## src/rtl/tmcc_dbpsk_frame_sync_unit_macros.svh

```systemverilog
// assertion macros of the tmcc frame sync rtl
// no dependencies; included by files that carry concurrent checks
`ifndef TMCC_DBPSK_FRAME_SYNC_UNIT_MACROS_SVH
`define TMCC_DBPSK_FRAME_SYNC_UNIT_MACROS_SVH

// plain property check, disabled while reset is asserted
`define TMCC_ASSERT(lbl, ck, rn, prop, msg) \
    lbl: assert property (@(posedge ck) disable iff (!rn) (prop)) \
        else $error(msg);

// antecedent in one cycle, consequent in the next
`define TMCC_ASSERT_NEXT(lbl, ck, rn, ante, cons, msg) \
    lbl: assert property (@(posedge ck) disable iff (!rn) (ante) |=> (cons)) \
        else $error(msg);

`endif

```

## src/rtl/tmcc_pkg.sv

```systemverilog
// shared types and constants of the tmcc dbpsk frame sync unit
// no dependencies; used by the controller, the datapath and the top level
package tmcc_pkg;

    localparam int FRAME_BITS  = 204;
    localparam int SYNC_LEN    = 16;
    localparam int CODE_N      = 273;
    localparam int CODE_K      = 191;
    localparam int CODE_R      = CODE_N - CODE_K;
    localparam int LEAD_ZEROS  = 89;
    localparam int DATA_START  = 20;
    localparam int GATE_COUNT  = 203;
    localparam int PARITY_TAPS = CODE_K + 1;
    localparam int SYND_W      = $clog2(CODE_R);
    localparam int CNT_W       = 8;
    localparam int MODE_W      = 2;

    // transmission mode codes
    localparam logic [MODE_W-1:0] MODE_1 = 2'd1;
    localparam logic [MODE_W-1:0] MODE_2 = 2'd2;
    localparam logic [MODE_W-1:0] MODE_3 = 2'd3;

    // sync words, element 0 is history bit 1
    localparam logic [0:SYNC_LEN-1] SYNC_EVEN = 16'b0011010111101110;
    localparam logic [0:SYNC_LEN-1] SYNC_ODD  = 16'b1100101000010001;

    // check polynomial taps of the shortened difference-set code
    localparam logic [0:PARITY_TAPS-1] CHECK_TAPS = {
        24'b100010001010100010000010,
        24'b100010000010000000001010,
        24'b100010100000001010111011,
        24'b000111110011010010000101,
        24'b011101110010111110100001,
        24'b111101011010011100011000,
        24'b010000100011001010100101,
        24'b111101100001110001100001
    };

    // controller to datapath commands
    typedef struct packed {
        logic load;
        logic car_step;
        logic shift;
        logic synd_step;
        logic finish;
    } cmd_t;

    // datapath to controller status
    typedef struct packed {
        logic last_car;
        logic check_hit;
        logic synd_last;
        logic out_free;
    } stat_t;

endpackage

```

## src/rtl/tmcc_intf.sv

```systemverilog
// request channel interfaces of the tmcc frame sync unit
// no dependencies; symbol request channel and result request channel
interface tmcc_sym_if #(
    parameter int SAMPLE_BITS = 12
);
    logic                          valid;
    logic                          ready;
    logic signed [SAMPLE_BITS-1:0] c0_re;
    logic signed [SAMPLE_BITS-1:0] c0_im;
    logic signed [SAMPLE_BITS-1:0] c1_re;
    logic signed [SAMPLE_BITS-1:0] c1_im;
    logic signed [SAMPLE_BITS-1:0] c2_re;
    logic signed [SAMPLE_BITS-1:0] c2_im;
    logic signed [SAMPLE_BITS-1:0] c3_re;
    logic signed [SAMPLE_BITS-1:0] c3_im;

    modport source (
        output valid, c0_re, c0_im, c1_re, c1_im, c2_re, c2_im, c3_re, c3_im,
        input  ready
    );
    modport sink (
        input  valid, c0_re, c0_im, c1_re, c1_im, c2_re, c2_im, c3_re, c3_im,
        output ready
    );
endinterface

interface tmcc_res_if;
    logic valid;
    logic ready;
    logic tmcc_bit;
    logic frame_end;
    logic parity_fail;

    modport source (
        output valid, tmcc_bit, frame_end, parity_fail,
        input  ready
    );
    modport sink (
        input  valid, tmcc_bit, frame_end, parity_fail,
        output ready
    );
endinterface

```

## src/rtl/tmcc_ctrl.sv

```systemverilog
// sequencing state machine of the tmcc frame sync unit
// depends on tmcc_pkg for the command and status structs
module tmcc_ctrl (
    input  logic            clk,
    input  logic            rst_n,
    input  logic            in_valid,
    output logic            in_ready,
    input  tmcc_pkg::stat_t stat,
    output tmcc_pkg::cmd_t  cmd
);
    import tmcc_pkg::*;

    typedef enum logic [4:0] {
        S_IDLE  = 5'b00001,
        S_CARR  = 5'b00010,
        S_SHIFT = 5'b00100,
        S_SYND  = 5'b01000,
        S_FIN   = 5'b10000
    } state_t;

    state_t state_reg;
    state_t state_next;

    // next state and commands
    always_comb
    begin
        state_next = state_reg;
        cmd        = '0;
        in_ready   = 1'b0;
        case (state_reg)
            S_IDLE:
            begin
                in_ready = 1'b1;
                if (in_valid)
                begin
                    cmd.load   = 1'b1;
                    state_next = S_CARR;
                end
            end
            S_CARR:
            begin
                cmd.car_step = 1'b1;
                if (stat.last_car)
                begin
                    state_next = S_SHIFT;
                end
            end
            S_SHIFT:
            begin
                cmd.shift = 1'b1;
                if (stat.check_hit)
                begin
                    state_next = S_SYND;
                end
                else
                begin
                    state_next = S_FIN;
                end
            end
            S_SYND:
            begin
                cmd.synd_step = 1'b1;
                if (stat.synd_last)
                begin
                    state_next = S_FIN;
                end
            end
            S_FIN:
            begin
                if (stat.out_free)
                begin
                    cmd.finish = 1'b1;
                    state_next = S_IDLE;
                end
            end
            default:
            begin
                state_next = S_IDLE;
            end
        endcase
    end

    // state register
    always_ff @(posedge clk or negedge rst_n)
    begin
        if (!rst_n)
        begin
            state_reg <= S_IDLE;
        end
        else
        begin
            state_reg <= state_next;
        end
    end

endmodule

```

## src/rtl/tmcc_dp.sv

```systemverilog
// datapath of the tmcc frame sync unit: detection, history, syndrome check
// depends on tmcc_pkg and on the assertion macro header
`include "tmcc_dbpsk_frame_sync_unit_macros.svh"

module tmcc_dp #(
    parameter int MAX_CARRIERS = 4,
    parameter int SAMPLE_BITS  = 12
) (
    input  logic                          clk,
    input  logic                          rst_n,
    input  logic                          cfg_we,
    input  logic [tmcc_pkg::MODE_W-1:0]   cfg_wdata,
    input  logic signed [SAMPLE_BITS-1:0] c0_re,
    input  logic signed [SAMPLE_BITS-1:0] c0_im,
    input  logic signed [SAMPLE_BITS-1:0] c1_re,
    input  logic signed [SAMPLE_BITS-1:0] c1_im,
    input  logic signed [SAMPLE_BITS-1:0] c2_re,
    input  logic signed [SAMPLE_BITS-1:0] c2_im,
    input  logic signed [SAMPLE_BITS-1:0] c3_re,
    input  logic signed [SAMPLE_BITS-1:0] c3_im,
    input  logic                          out_ready,
    output logic                          out_valid,
    output logic                          out_bit,
    output logic                          out_fe,
    output logic                          out_pf,
    input  tmcc_pkg::cmd_t                cmd,
    output tmcc_pkg::stat_t               stat
);
    import tmcc_pkg::*;

    localparam int CAR_W = (MAX_CARRIERS > 1) ? $clog2(MAX_CARRIERS) : 1;
    localparam int PROD_W = 2 * SAMPLE_BITS;
    localparam logic [2:0] MAX_CAR = 3'(MAX_CARRIERS);

    logic [MODE_W-1:0]            mode_reg;
    logic signed [SAMPLE_BITS-1:0] cap_re_reg [4];
    logic signed [SAMPLE_BITS-1:0] cap_im_reg [4];
    logic signed [SAMPLE_BITS-1:0] prev_re_reg [MAX_CARRIERS];
    logic signed [SAMPLE_BITS-1:0] prev_im_reg [MAX_CARRIERS];
    logic [CAR_W-1:0]             k_reg;
    logic [2:0]                   neg_reg;
    logic [2:0]                   ncar_reg;
    logic [2:0]                   ncar_next;
    logic [2:0]                   ncar_raw;
    logic [FRAME_BITS-1:0]        hist_reg;
    logic [FRAME_BITS-1:0]        hist_next;
    logic                         bit_reg;
    logic                         bit_next;
    logic                         hit_reg;
    logic                         fail_reg;
    logic [CODE_N-1:0]            work_reg;
    logic [SYND_W-1:0]            j_reg;
    logic [CNT_W-1:0]             cnt_reg;
    logic                         out_valid_reg;
    logic                         out_bit_reg;
    logic                         out_fe_reg;
    logic                         out_pf_reg;

    logic signed [SAMPLE_BITS-1:0] xr;
    logic signed [SAMPLE_BITS-1:0] xi;
    logic signed [PROD_W-1:0]      p_re;
    logic signed [PROD_W-1:0]      p_im;
    logic [PROD_W:0]               dot;
    logic                          gate_open;
    logic                          sync_even_ok;
    logic                          sync_odd_ok;
    logic                          parity;

    // carrier count from the mode, capped by the build
    always_comb
    begin
        case (mode_reg)
            MODE_2:  ncar_raw = 3'd2;
            MODE_3:  ncar_raw = 3'd4;
            default: ncar_raw = 3'd1;
        endcase
        ncar_next = (ncar_raw > MAX_CAR) ? MAX_CAR : ncar_raw;
    end

    // differential detection of the selected carrier
    assign xr   = cap_re_reg[k_reg];
    assign xi   = cap_im_reg[k_reg];
    assign p_re = xr * prev_re_reg[k_reg];
    assign p_im = xi * prev_im_reg[k_reg];
    assign dot  = {p_re[PROD_W-1], p_re} + {p_im[PROD_W-1], p_im};

    // majority vote, a tie gives zero
    assign bit_next  = ({neg_reg, 1'b0} > {1'b0, ncar_reg});
    assign hist_next = {bit_next, hist_reg[FRAME_BITS-1:1]};
    assign gate_open = (cnt_reg >= CNT_W'(GATE_COUNT));

    // sync word compare on the shifted history
    always_comb
    begin
        sync_even_ok = 1'b1;
        sync_odd_ok  = 1'b1;
        for (int i = 0; i < SYNC_LEN; i++)
        begin
            if (hist_next[1 + i] != SYNC_EVEN[i])
            begin
                sync_even_ok = 1'b0;
            end
            if (hist_next[1 + i] != SYNC_ODD[i])
            begin
                sync_odd_ok = 1'b0;
            end
        end
    end

    // one syndrome over the current code window
    always_comb
    begin
        parity = 1'b0;
        for (int i = 0; i < PARITY_TAPS; i++)
        begin
            parity = parity ^ (work_reg[i] & CHECK_TAPS[i]);
        end
    end

    // status back to the controller
    always_comb
    begin
        stat.last_car  = (3'(k_reg) == (ncar_reg - 3'd1));
        stat.check_hit = gate_open && (sync_even_ok || sync_odd_ok);
        stat.synd_last = (j_reg == SYND_W'(CODE_R - 1));
        stat.out_free  = !out_valid_reg || out_ready;
    end

    // mode register
    always_ff @(posedge clk or negedge rst_n)
    begin
        if (!rst_n)
        begin
            mode_reg <= MODE_1;
        end
        else if (cfg_we)
        begin
            mode_reg <= cfg_wdata;
        end
    end

    // captured symbol samples
    always_ff @(posedge clk)
    begin
        if (cmd.load)
        begin
            cap_re_reg[0] <= c0_re;
            cap_im_reg[0] <= c0_im;
            cap_re_reg[1] <= c1_re;
            cap_im_reg[1] <= c1_im;
            cap_re_reg[2] <= c2_re;
            cap_im_reg[2] <= c2_im;
            cap_re_reg[3] <= c3_re;
            cap_im_reg[3] <= c3_im;
            ncar_reg      <= ncar_next;
        end
    end

    // previous samples, carrier counter and vote count
    always_ff @(posedge clk or negedge rst_n)
    begin
        if (!rst_n)
        begin
            for (int c = 0; c < MAX_CARRIERS; c++)
            begin
                prev_re_reg[c] <= '0;
                prev_im_reg[c] <= '0;
            end
            k_reg   <= '0;
            neg_reg <= '0;
        end
        else if (cmd.load)
        begin
            k_reg   <= '0;
            neg_reg <= '0;
        end
        else if (cmd.car_step)
        begin
            prev_re_reg[k_reg] <= xr;
            prev_im_reg[k_reg] <= xi;
            k_reg              <= k_reg + CAR_W'(1);
            neg_reg            <= neg_reg + {2'b00, dot[PROD_W]};
        end
    end

    // history, syndrome sequencer and symbol counter
    always_ff @(posedge clk or negedge rst_n)
    begin
        if (!rst_n)
        begin
            hist_reg <= '0;
            hit_reg  <= 1'b0;
            fail_reg <= 1'b0;
            j_reg    <= '0;
            cnt_reg  <= CNT_W'(GATE_COUNT);
        end
        else
        begin
            if (cmd.shift)
            begin
                hist_reg <= hist_next;
                hit_reg  <= stat.check_hit;
                fail_reg <= 1'b0;
                j_reg    <= '0;
            end
            else if (cmd.synd_step)
            begin
                fail_reg <= fail_reg | parity;
                j_reg    <= j_reg + SYND_W'(1);
            end
            if (cmd.finish)
            begin
                if (hit_reg && !fail_reg)
                begin
                    cnt_reg <= '0;
                end
                else if (cnt_reg < CNT_W'(GATE_COUNT))
                begin
                    cnt_reg <= cnt_reg + CNT_W'(1);
                end
            end
        end
    end

    // code window: leading zeros then history bits from the data start
    always_ff @(posedge clk)
    begin
        if (cmd.shift)
        begin
            work_reg <= {hist_next[FRAME_BITS-1:DATA_START], {LEAD_ZEROS{1'b0}}};
            bit_reg  <= bit_next;
        end
        else if (cmd.synd_step)
        begin
            work_reg <= {1'b0, work_reg[CODE_N-1:1]};
        end
    end

    // result register
    always_ff @(posedge clk or negedge rst_n)
    begin
        if (!rst_n)
        begin
            out_valid_reg <= 1'b0;
        end
        else if (cmd.finish)
        begin
            out_valid_reg <= 1'b1;
        end
        else if (out_ready)
        begin
            out_valid_reg <= 1'b0;
        end
    end

    always_ff @(posedge clk)
    begin
        if (cmd.finish)
        begin
            out_bit_reg <= bit_reg;
            out_fe_reg  <= hit_reg && !fail_reg;
            out_pf_reg  <= hit_reg && fail_reg;
        end
    end

    assign out_valid = out_valid_reg;
    assign out_bit   = out_bit_reg;
    assign out_fe    = out_fe_reg;
    assign out_pf    = out_pf_reg;

    // checks
    `TMCC_ASSERT(a_fe_pf_excl, clk, rst_n, out_valid_reg |-> !(out_fe_reg && out_pf_reg), "frame end and parity fail both set")
    `TMCC_ASSERT(a_cnt_sat, clk, rst_n, cnt_reg <= CNT_W'(GATE_COUNT), "symbol counter beyond saturation")
    `TMCC_ASSERT(a_synd_needs_hit, clk, rst_n, cmd.synd_step |-> hit_reg, "syndrome step without sync hit")
    `TMCC_ASSERT_NEXT(a_cnt_clear, clk, rst_n, cmd.finish && hit_reg && !fail_reg, cnt_reg == '0, "counter not cleared on frame end")

endmodule

```

## src/rtl/tmcc_dbpsk_frame_sync_unit.sv

```systemverilog
// top level of the tmcc dbpsk frame sync unit
// depends on tmcc_pkg, tmcc_intf, tmcc_ctrl and tmcc_dp
//
// One request per OFDM symbol carries the TMCC pilot samples of up to four
// carriers; each request yields one result with the voted DBPSK bit, a frame
// end flag and a parity fail flag. A request runs the load, one carrier step
// per carrier in use (1, 2 or 4), the history shift, the syndrome steps when
// the symbol counter is open and the sync word matches, and the finish: the
// carrier loop runs one complex product per cycle and the parity check
// evaluates one of the 82 syndromes of the (273,191) code per cycle. A new
// request is taken while the previous result still waits in the output
// register. The mode register is written through cfg_we and cfg_wdata.
module tmcc_dbpsk_frame_sync_unit #(
    parameter int MAX_CARRIERS = 4,
    parameter int SAMPLE_BITS  = 12
) (
    input  logic                        clk,
    input  logic                        rst_n,
    tmcc_sym_if.sink                    sym,
    tmcc_res_if.source                  res,
    input  logic                        cfg_we,
    input  logic [tmcc_pkg::MODE_W-1:0] cfg_wdata
);
    import tmcc_pkg::*;

    cmd_t  cmd;
    stat_t stat;
    logic  in_ready;
    logic  out_valid;
    logic  out_bit;
    logic  out_fe;
    logic  out_pf;

    // sequencer
    tmcc_ctrl u_ctrl (
        .clk      (clk),
        .rst_n    (rst_n),
        .in_valid (sym.valid),
        .in_ready (in_ready),
        .stat     (stat),
        .cmd      (cmd)
    );

    // datapath
    tmcc_dp #(
        .MAX_CARRIERS (MAX_CARRIERS),
        .SAMPLE_BITS  (SAMPLE_BITS)
    ) u_dp (
        .clk       (clk),
        .rst_n     (rst_n),
        .cfg_we    (cfg_we),
        .cfg_wdata (cfg_wdata),
        .c0_re     (sym.c0_re),
        .c0_im     (sym.c0_im),
        .c1_re     (sym.c1_re),
        .c1_im     (sym.c1_im),
        .c2_re     (sym.c2_re),
        .c2_im     (sym.c2_im),
        .c3_re     (sym.c3_re),
        .c3_im     (sym.c3_im),
        .out_ready (res.ready),
        .out_valid (out_valid),
        .out_bit   (out_bit),
        .out_fe    (out_fe),
        .out_pf    (out_pf),
        .cmd       (cmd),
        .stat      (stat)
    );

    // channel outputs
    assign sym.ready       = in_ready;
    assign res.valid       = out_valid;
    assign res.tmcc_bit    = out_bit;
    assign res.frame_end   = out_fe;
    assign res.parity_fail = out_pf;

endmodule
```

## src/flat_wrapper.sv

```systemverilog
// flat-port wrapper written by rule: the top's interface ports become plain ports
module tmcc_dbpsk_frame_sync_unit_flat import tmcc_pkg::*;
#(
    parameter int MAX_CARRIERS = 4,
    parameter int SAMPLE_BITS  = 12
)
  (clk, rst_n, cfg_we, cfg_wdata, sym_valid, sym_c0_re, sym_c0_im, sym_c1_re, sym_c1_im, sym_c2_re, sym_c2_im, sym_c3_re, sym_c3_im, sym_ready, res_valid, res_tmcc_bit, res_frame_end, res_parity_fail, res_ready);
  tmcc_sym_if #(.SAMPLE_BITS(SAMPLE_BITS)) sym_i ();
  tmcc_res_if res_i ();
  input  logic clk;
  input  logic rst_n;
  input  logic cfg_we;
  input  logic [tmcc_pkg::MODE_W-1:0] cfg_wdata;
  input wire logic [$bits(sym_i.valid)-1:0] sym_valid;
  input wire logic [$bits(sym_i.c0_re)-1:0] sym_c0_re;
  input wire logic [$bits(sym_i.c0_im)-1:0] sym_c0_im;
  input wire logic [$bits(sym_i.c1_re)-1:0] sym_c1_re;
  input wire logic [$bits(sym_i.c1_im)-1:0] sym_c1_im;
  input wire logic [$bits(sym_i.c2_re)-1:0] sym_c2_re;
  input wire logic [$bits(sym_i.c2_im)-1:0] sym_c2_im;
  input wire logic [$bits(sym_i.c3_re)-1:0] sym_c3_re;
  input wire logic [$bits(sym_i.c3_im)-1:0] sym_c3_im;
  output wire logic [$bits(sym_i.ready)-1:0] sym_ready;
  output wire logic [$bits(res_i.valid)-1:0] res_valid;
  output wire logic [$bits(res_i.tmcc_bit)-1:0] res_tmcc_bit;
  output wire logic [$bits(res_i.frame_end)-1:0] res_frame_end;
  output wire logic [$bits(res_i.parity_fail)-1:0] res_parity_fail;
  input wire logic [$bits(res_i.ready)-1:0] res_ready;
  assign sym_i.valid = sym_valid;
  assign sym_i.c0_re = sym_c0_re;
  assign sym_i.c0_im = sym_c0_im;
  assign sym_i.c1_re = sym_c1_re;
  assign sym_i.c1_im = sym_c1_im;
  assign sym_i.c2_re = sym_c2_re;
  assign sym_i.c2_im = sym_c2_im;
  assign sym_i.c3_re = sym_c3_re;
  assign sym_i.c3_im = sym_c3_im;
  assign sym_ready = sym_i.ready;
  assign res_valid = res_i.valid;
  assign res_tmcc_bit = res_i.tmcc_bit;
  assign res_frame_end = res_i.frame_end;
  assign res_parity_fail = res_i.parity_fail;
  assign res_i.ready = res_ready;
  tmcc_dbpsk_frame_sync_unit #(.MAX_CARRIERS(MAX_CARRIERS), .SAMPLE_BITS(SAMPLE_BITS)) u_core (.clk(clk), .rst_n(rst_n), .sym(sym_i), .res(res_i), .cfg_we(cfg_we), .cfg_wdata(cfg_wdata));
endmodule
```

## config.mk

```make
export PLATFORM = sky130hd
export DESIGN_NAME = tmcc_dbpsk_frame_sync_unit_flat
export DESIGN_NICKNAME = d
export VERILOG_FILES = /design/src/rtl/tmcc_pkg.sv /design/src/rtl/tmcc_intf.sv /design/src/rtl/tmcc_ctrl.sv /design/src/rtl/tmcc_dp.sv /design/src/rtl/tmcc_dbpsk_frame_sync_unit.sv /design/src/flat_wrapper.sv
export VERILOG_INCLUDE_DIRS = /design/src /design/src/rtl
export SDC_FILE = /design/constraint.sdc
export NUM_CORES = 2
export LEC_CHECK = 0
export BUFFER_PORTS_ARGS = -buffer_cell sky130_fd_sc_hd__buf_2
export CORE_MARGIN = 2
export CORE_UTILIZATION = 25
export CTS_CLUSTER_SIZE = 8
export DETAILED_ROUTE_END_ITERATION = 16
export GPL_TIMING_DRIVEN = 1
export PLACE_DENSITY = 0.49
export SLEW_MARGIN = 30
export SYNTH_ARGS = -nofsm -noshare
export SYNTH_HDL_FRONTEND = slang
export SYNTH_SLANG_ARGS = --single-unit
```

## constraint.sdc

```tcl
create_clock -name clk -period 23.3 [get_ports clk]
set_input_delay 1.165 -clock clk [delete_from_list [all_inputs] [get_ports clk]]
set_output_delay 1.165 -clock clk [all_outputs]
set_load 0.01 [all_outputs]
```

==> flow_metrics.env <==
export IMPL_outcome="finished clean"
export IMPL_yosysUniqueCellTypes=58
export IMPL_crit_path_end_kind="flip-flop"
export IMPL_setup_viol=0
export IMPL_worst_slew_pin_slew_ns=0.9945
export IMPL_yosys_register_bits=704
export IMPL_fin_util=0.2883
export IMPL_clockRootBuffer="clkbuf_16"
export IMPL_final_setup_skew_ns=0.02505
export IMPL_ys_warn_count=0
export IMPL_grt_usage=0.1166
export IMPL_avgViaCountPerCell=4.170
export IMPL_grt_pass1_vias=25220
export IMPL_syn_num_nets=4162
export IMPL_reg2reg_to="u_core.u_dp.neg_reg[2]"
export IMPL_crit_path_max_fanout=43
export IMPL_placed_cells=5641
export IMPL_antenna_found_initial=7
export IMPL_netlist_area_um2=38320
export IMPL_initial_core_util=0.2520
export IMPL_layout_nets=4233
export IMPL_wl_per_cell_um=15.33
export IMPL_rsz0062_at_grt="no"
export IMPL_clock_fmax_mhz=114.5
export IMPL_synthArstFlopShare=0.4659
export IMPL_worstSkewPairLatency_ns=0.69
export IMPL_critPathKind="reg -> reg"
export IMPL_wl_um=89250
export IMPL_htree_levels=3
export IMPL_final_common_cell="nand2_1"
export IMPL_synth_edf_count=287
export IMPL_io_buffers=107
export IMPL_whs_path_depth=0
export IMPL_cts_hold_buffers=0
export IMPL_maxSlewHeadroom=0.3370
export IMPL_finalCritPeriodShare=0.3749
export IMPL_hpwlAfterDp_um=59390
export IMPL_grt_pass1_wl_um=145200
export IMPL_final_antenna_net_count=0
export IMPL_diodes=0
export IMPL_tritoncts="yes"
export IMPL_grt_max_degree=161
export IMPL_largest_reg_flops=273
export IMPL_drtIter0Drc=1671
export IMPL_ys_seq_area_frac=0.4858
export IMPL_min_delay_start="u_core.u_dp.bit_reg"
export IMPL_hp_class="reg -> reg"
export IMPL_place_congestion=0.7995
export IMPL_rows=143
export IMPL_avgSynthCellArea_um2=10.52
export IMPL_maxCapViolations=0
export IMPL_die_h_um=395.5
export IMPL_postCtsSetupBuffers=0
export IMPL_fin_tns_setup_ns=0
export IMPL_vias=24270
export IMPL_rrSetupSlack_ns=14.56
export IMPL_fp_dieW_um=395.5
export IMPL_reg2reg_depth=24
export IMPL_final_cells=5820
export IMPL_firstDrtPassIters=7
export IMPL_core_area_um2=152100
export IMPL_layout_common_cells="1417 x nand2_1, 322 x fa_1, 319 x dfrtp_1"
export IMPL_ys_flop_type="dfrtp_1"
export IMPL_dieArea_um2=156400
export IMPL_hold_viol=0
export IMPL_cts_resized=0
export IMPL_cp_required_ns=23.83
export IMPL_startpoint_type="flip-flop"
export IMPL_grt_overflow=0
export IMPL_worstPathArrival_ns=9.27
export IMPL_post_route_min_period_ns=8.736
export IMPL_area_delta_synth_final_pct=14.43
export IMPL_drc=0
export IMPL_whs_endpoint="u_core.u_dp.out_bit"
export IMPL_drv_slew=0
export IMPL_ctsLongestPathBuffers=3
export IMPL_timing_rr_start="u_core.u_dp.k_reg[0]"
export IMPL_clkTransAtPathRegs_ns=0.05
export IMPL_cts_buffers=99
export IMPL_syn_inst=3641
export IMPL_drive_gt1_frac=0.09525
export IMPL_ios=108
export IMPL_cts_sinks=704
-- critical path, stage by stage, from the launching register on --
cell	delay, ns
dfrtp_4	0.80
buf_4	0.71
mux4_2	0.75
and2_1	0.26
fa_1	0.50
inv_1	0.36
fa_1	0.52
fa_1	0.51
fa_1	0.58
fa_1	0.44
fa_1	0.49
inv_1	0.05
fa_1	0.43
ha_1	0.30
a21o_1	0.16
a211o_1	0.30
a221oi_1	0.22
o21ai_0	0.12
a31oi_1	0.26
xnor2_1	0.11
ha_1	0.19
ha_1	0.17
nand2_1	0.07
xor2_1	0.15
nor2_1	0.05
-- through the flow --
stage | setup slack [ns] | instance area, um2 | hold WS [ns]
2_1_floorplan | 15.65 | 38320 | 0.4003
3_3_place_gp | 14.36 | 40890 | 0.4067
3_5_place_dp | 14.42 | 40900 | 0.4151
4_1_cts | 14.44 | 43830 | 0.4280
5_1_grt | 13.97 | 43850 | 0.4391
6_report | 14.56 | 43850 | 0.4242
-- kinds of logic (layout without fill, tap and decap cells) --
family	after synthesis	after routing	synth area share
AOI/OAI and AO/OA	210	210	0.02948
and+or+nand+nor	1602	1602	0.1663
muxes	110	110	0.04117
xor gates and xnor gates	112	112	0.02596
adders and majority gates	418	418	0.1996
buffers and inverters	485	634	0.05166
DFF	704	704	0.4858
-- how the worst max path moves through the flow --
stage / startpoint / endpoint / slack [ns] / cells past startpoint
floorplan: u_core.u_dp.k_reg[0] / u_core.u_dp.neg_reg[2] / 15.65 / 29
global placement: u_core.u_dp.k_reg[0] / u_core.u_dp.neg_reg[2] / 14.36 / 26
detailed placement: u_core.u_dp.k_reg[0] / u_core.u_dp.neg_reg[2] / 14.42 / 26
CTS: u_core.u_dp.k_reg[0] / u_core.u_dp.neg_reg[2] / 14.44 / 26
global route: u_core.u_dp.k_reg[0] / u_core.u_dp.neg_reg[2] / 13.97 / 28
finish: u_core.u_dp.k_reg[0] / u_core.u_dp.neg_reg[2] / 14.56 / 24
-- cells in the mapped netlist, drive strengths merged (3+ instances only) --
library cell | n | area (um2)
nand3 | 8 | 45.04
inv | 321 | 1205
dfrtp | 321 | 8033
a31oi | 3 | 18.77
mux4 | 32 | 720.7
and3 | 4 | 25.02
clkbuf | 80 | 300.3
nor2 | 55 | 206.5
buf | 84 | 474.2
xnor2 | 88 | 770.7
nand2 | 1421 | 5336
mux2 | 61 | 686.9
nor4 | 3 | 18.77
o21ai | 81 | 405.4
mux2i | 17 | 170.2
nand4 | 8 | 50.05
fa | 322 | 6446
dfxtp | 89 | 1782
a21oi | 99 | 499.2
o21a | 13 | 97.59
edfxtp | 287 | 8618
nand2b | 15 | 93.84
nand3b | 4 | 30.03
and2 | 66 | 412.9
xor2 | 23 | 201.4
ha | 96 | 1201
a21o | 5 | 37.54
dfstp | 7 | 183.9
-- area by class of cell --
type	count	area, um2
fillers	16020	108200
flip-flops and latches	704	18620
multi-input cells	2452	17740
clock buffers	171	2790
well taps	2030	2540
inverters	321	1215
repair buffers	134	788.3
clock inverters	8	147.6
-- per-layer routing --
metal / vias to the layer above / routed length, um / share of wire / global-route usage
li1: 11600 / - / - / -
met1: 12100 / 47610 / 0.53 / 0.1838
met2: 448 / 35190 / 0.39 / 0.1568
met3: 118 / 4815 / 0.054 / 0.02698
met4: 8 / 1580 / 0.018 / 0.02920
met5: - / 52 / 0.00058 / 0
Power is not shown: default switching activity piles up to over one toggle a cycle in this logic, so the estimate is an artifact.
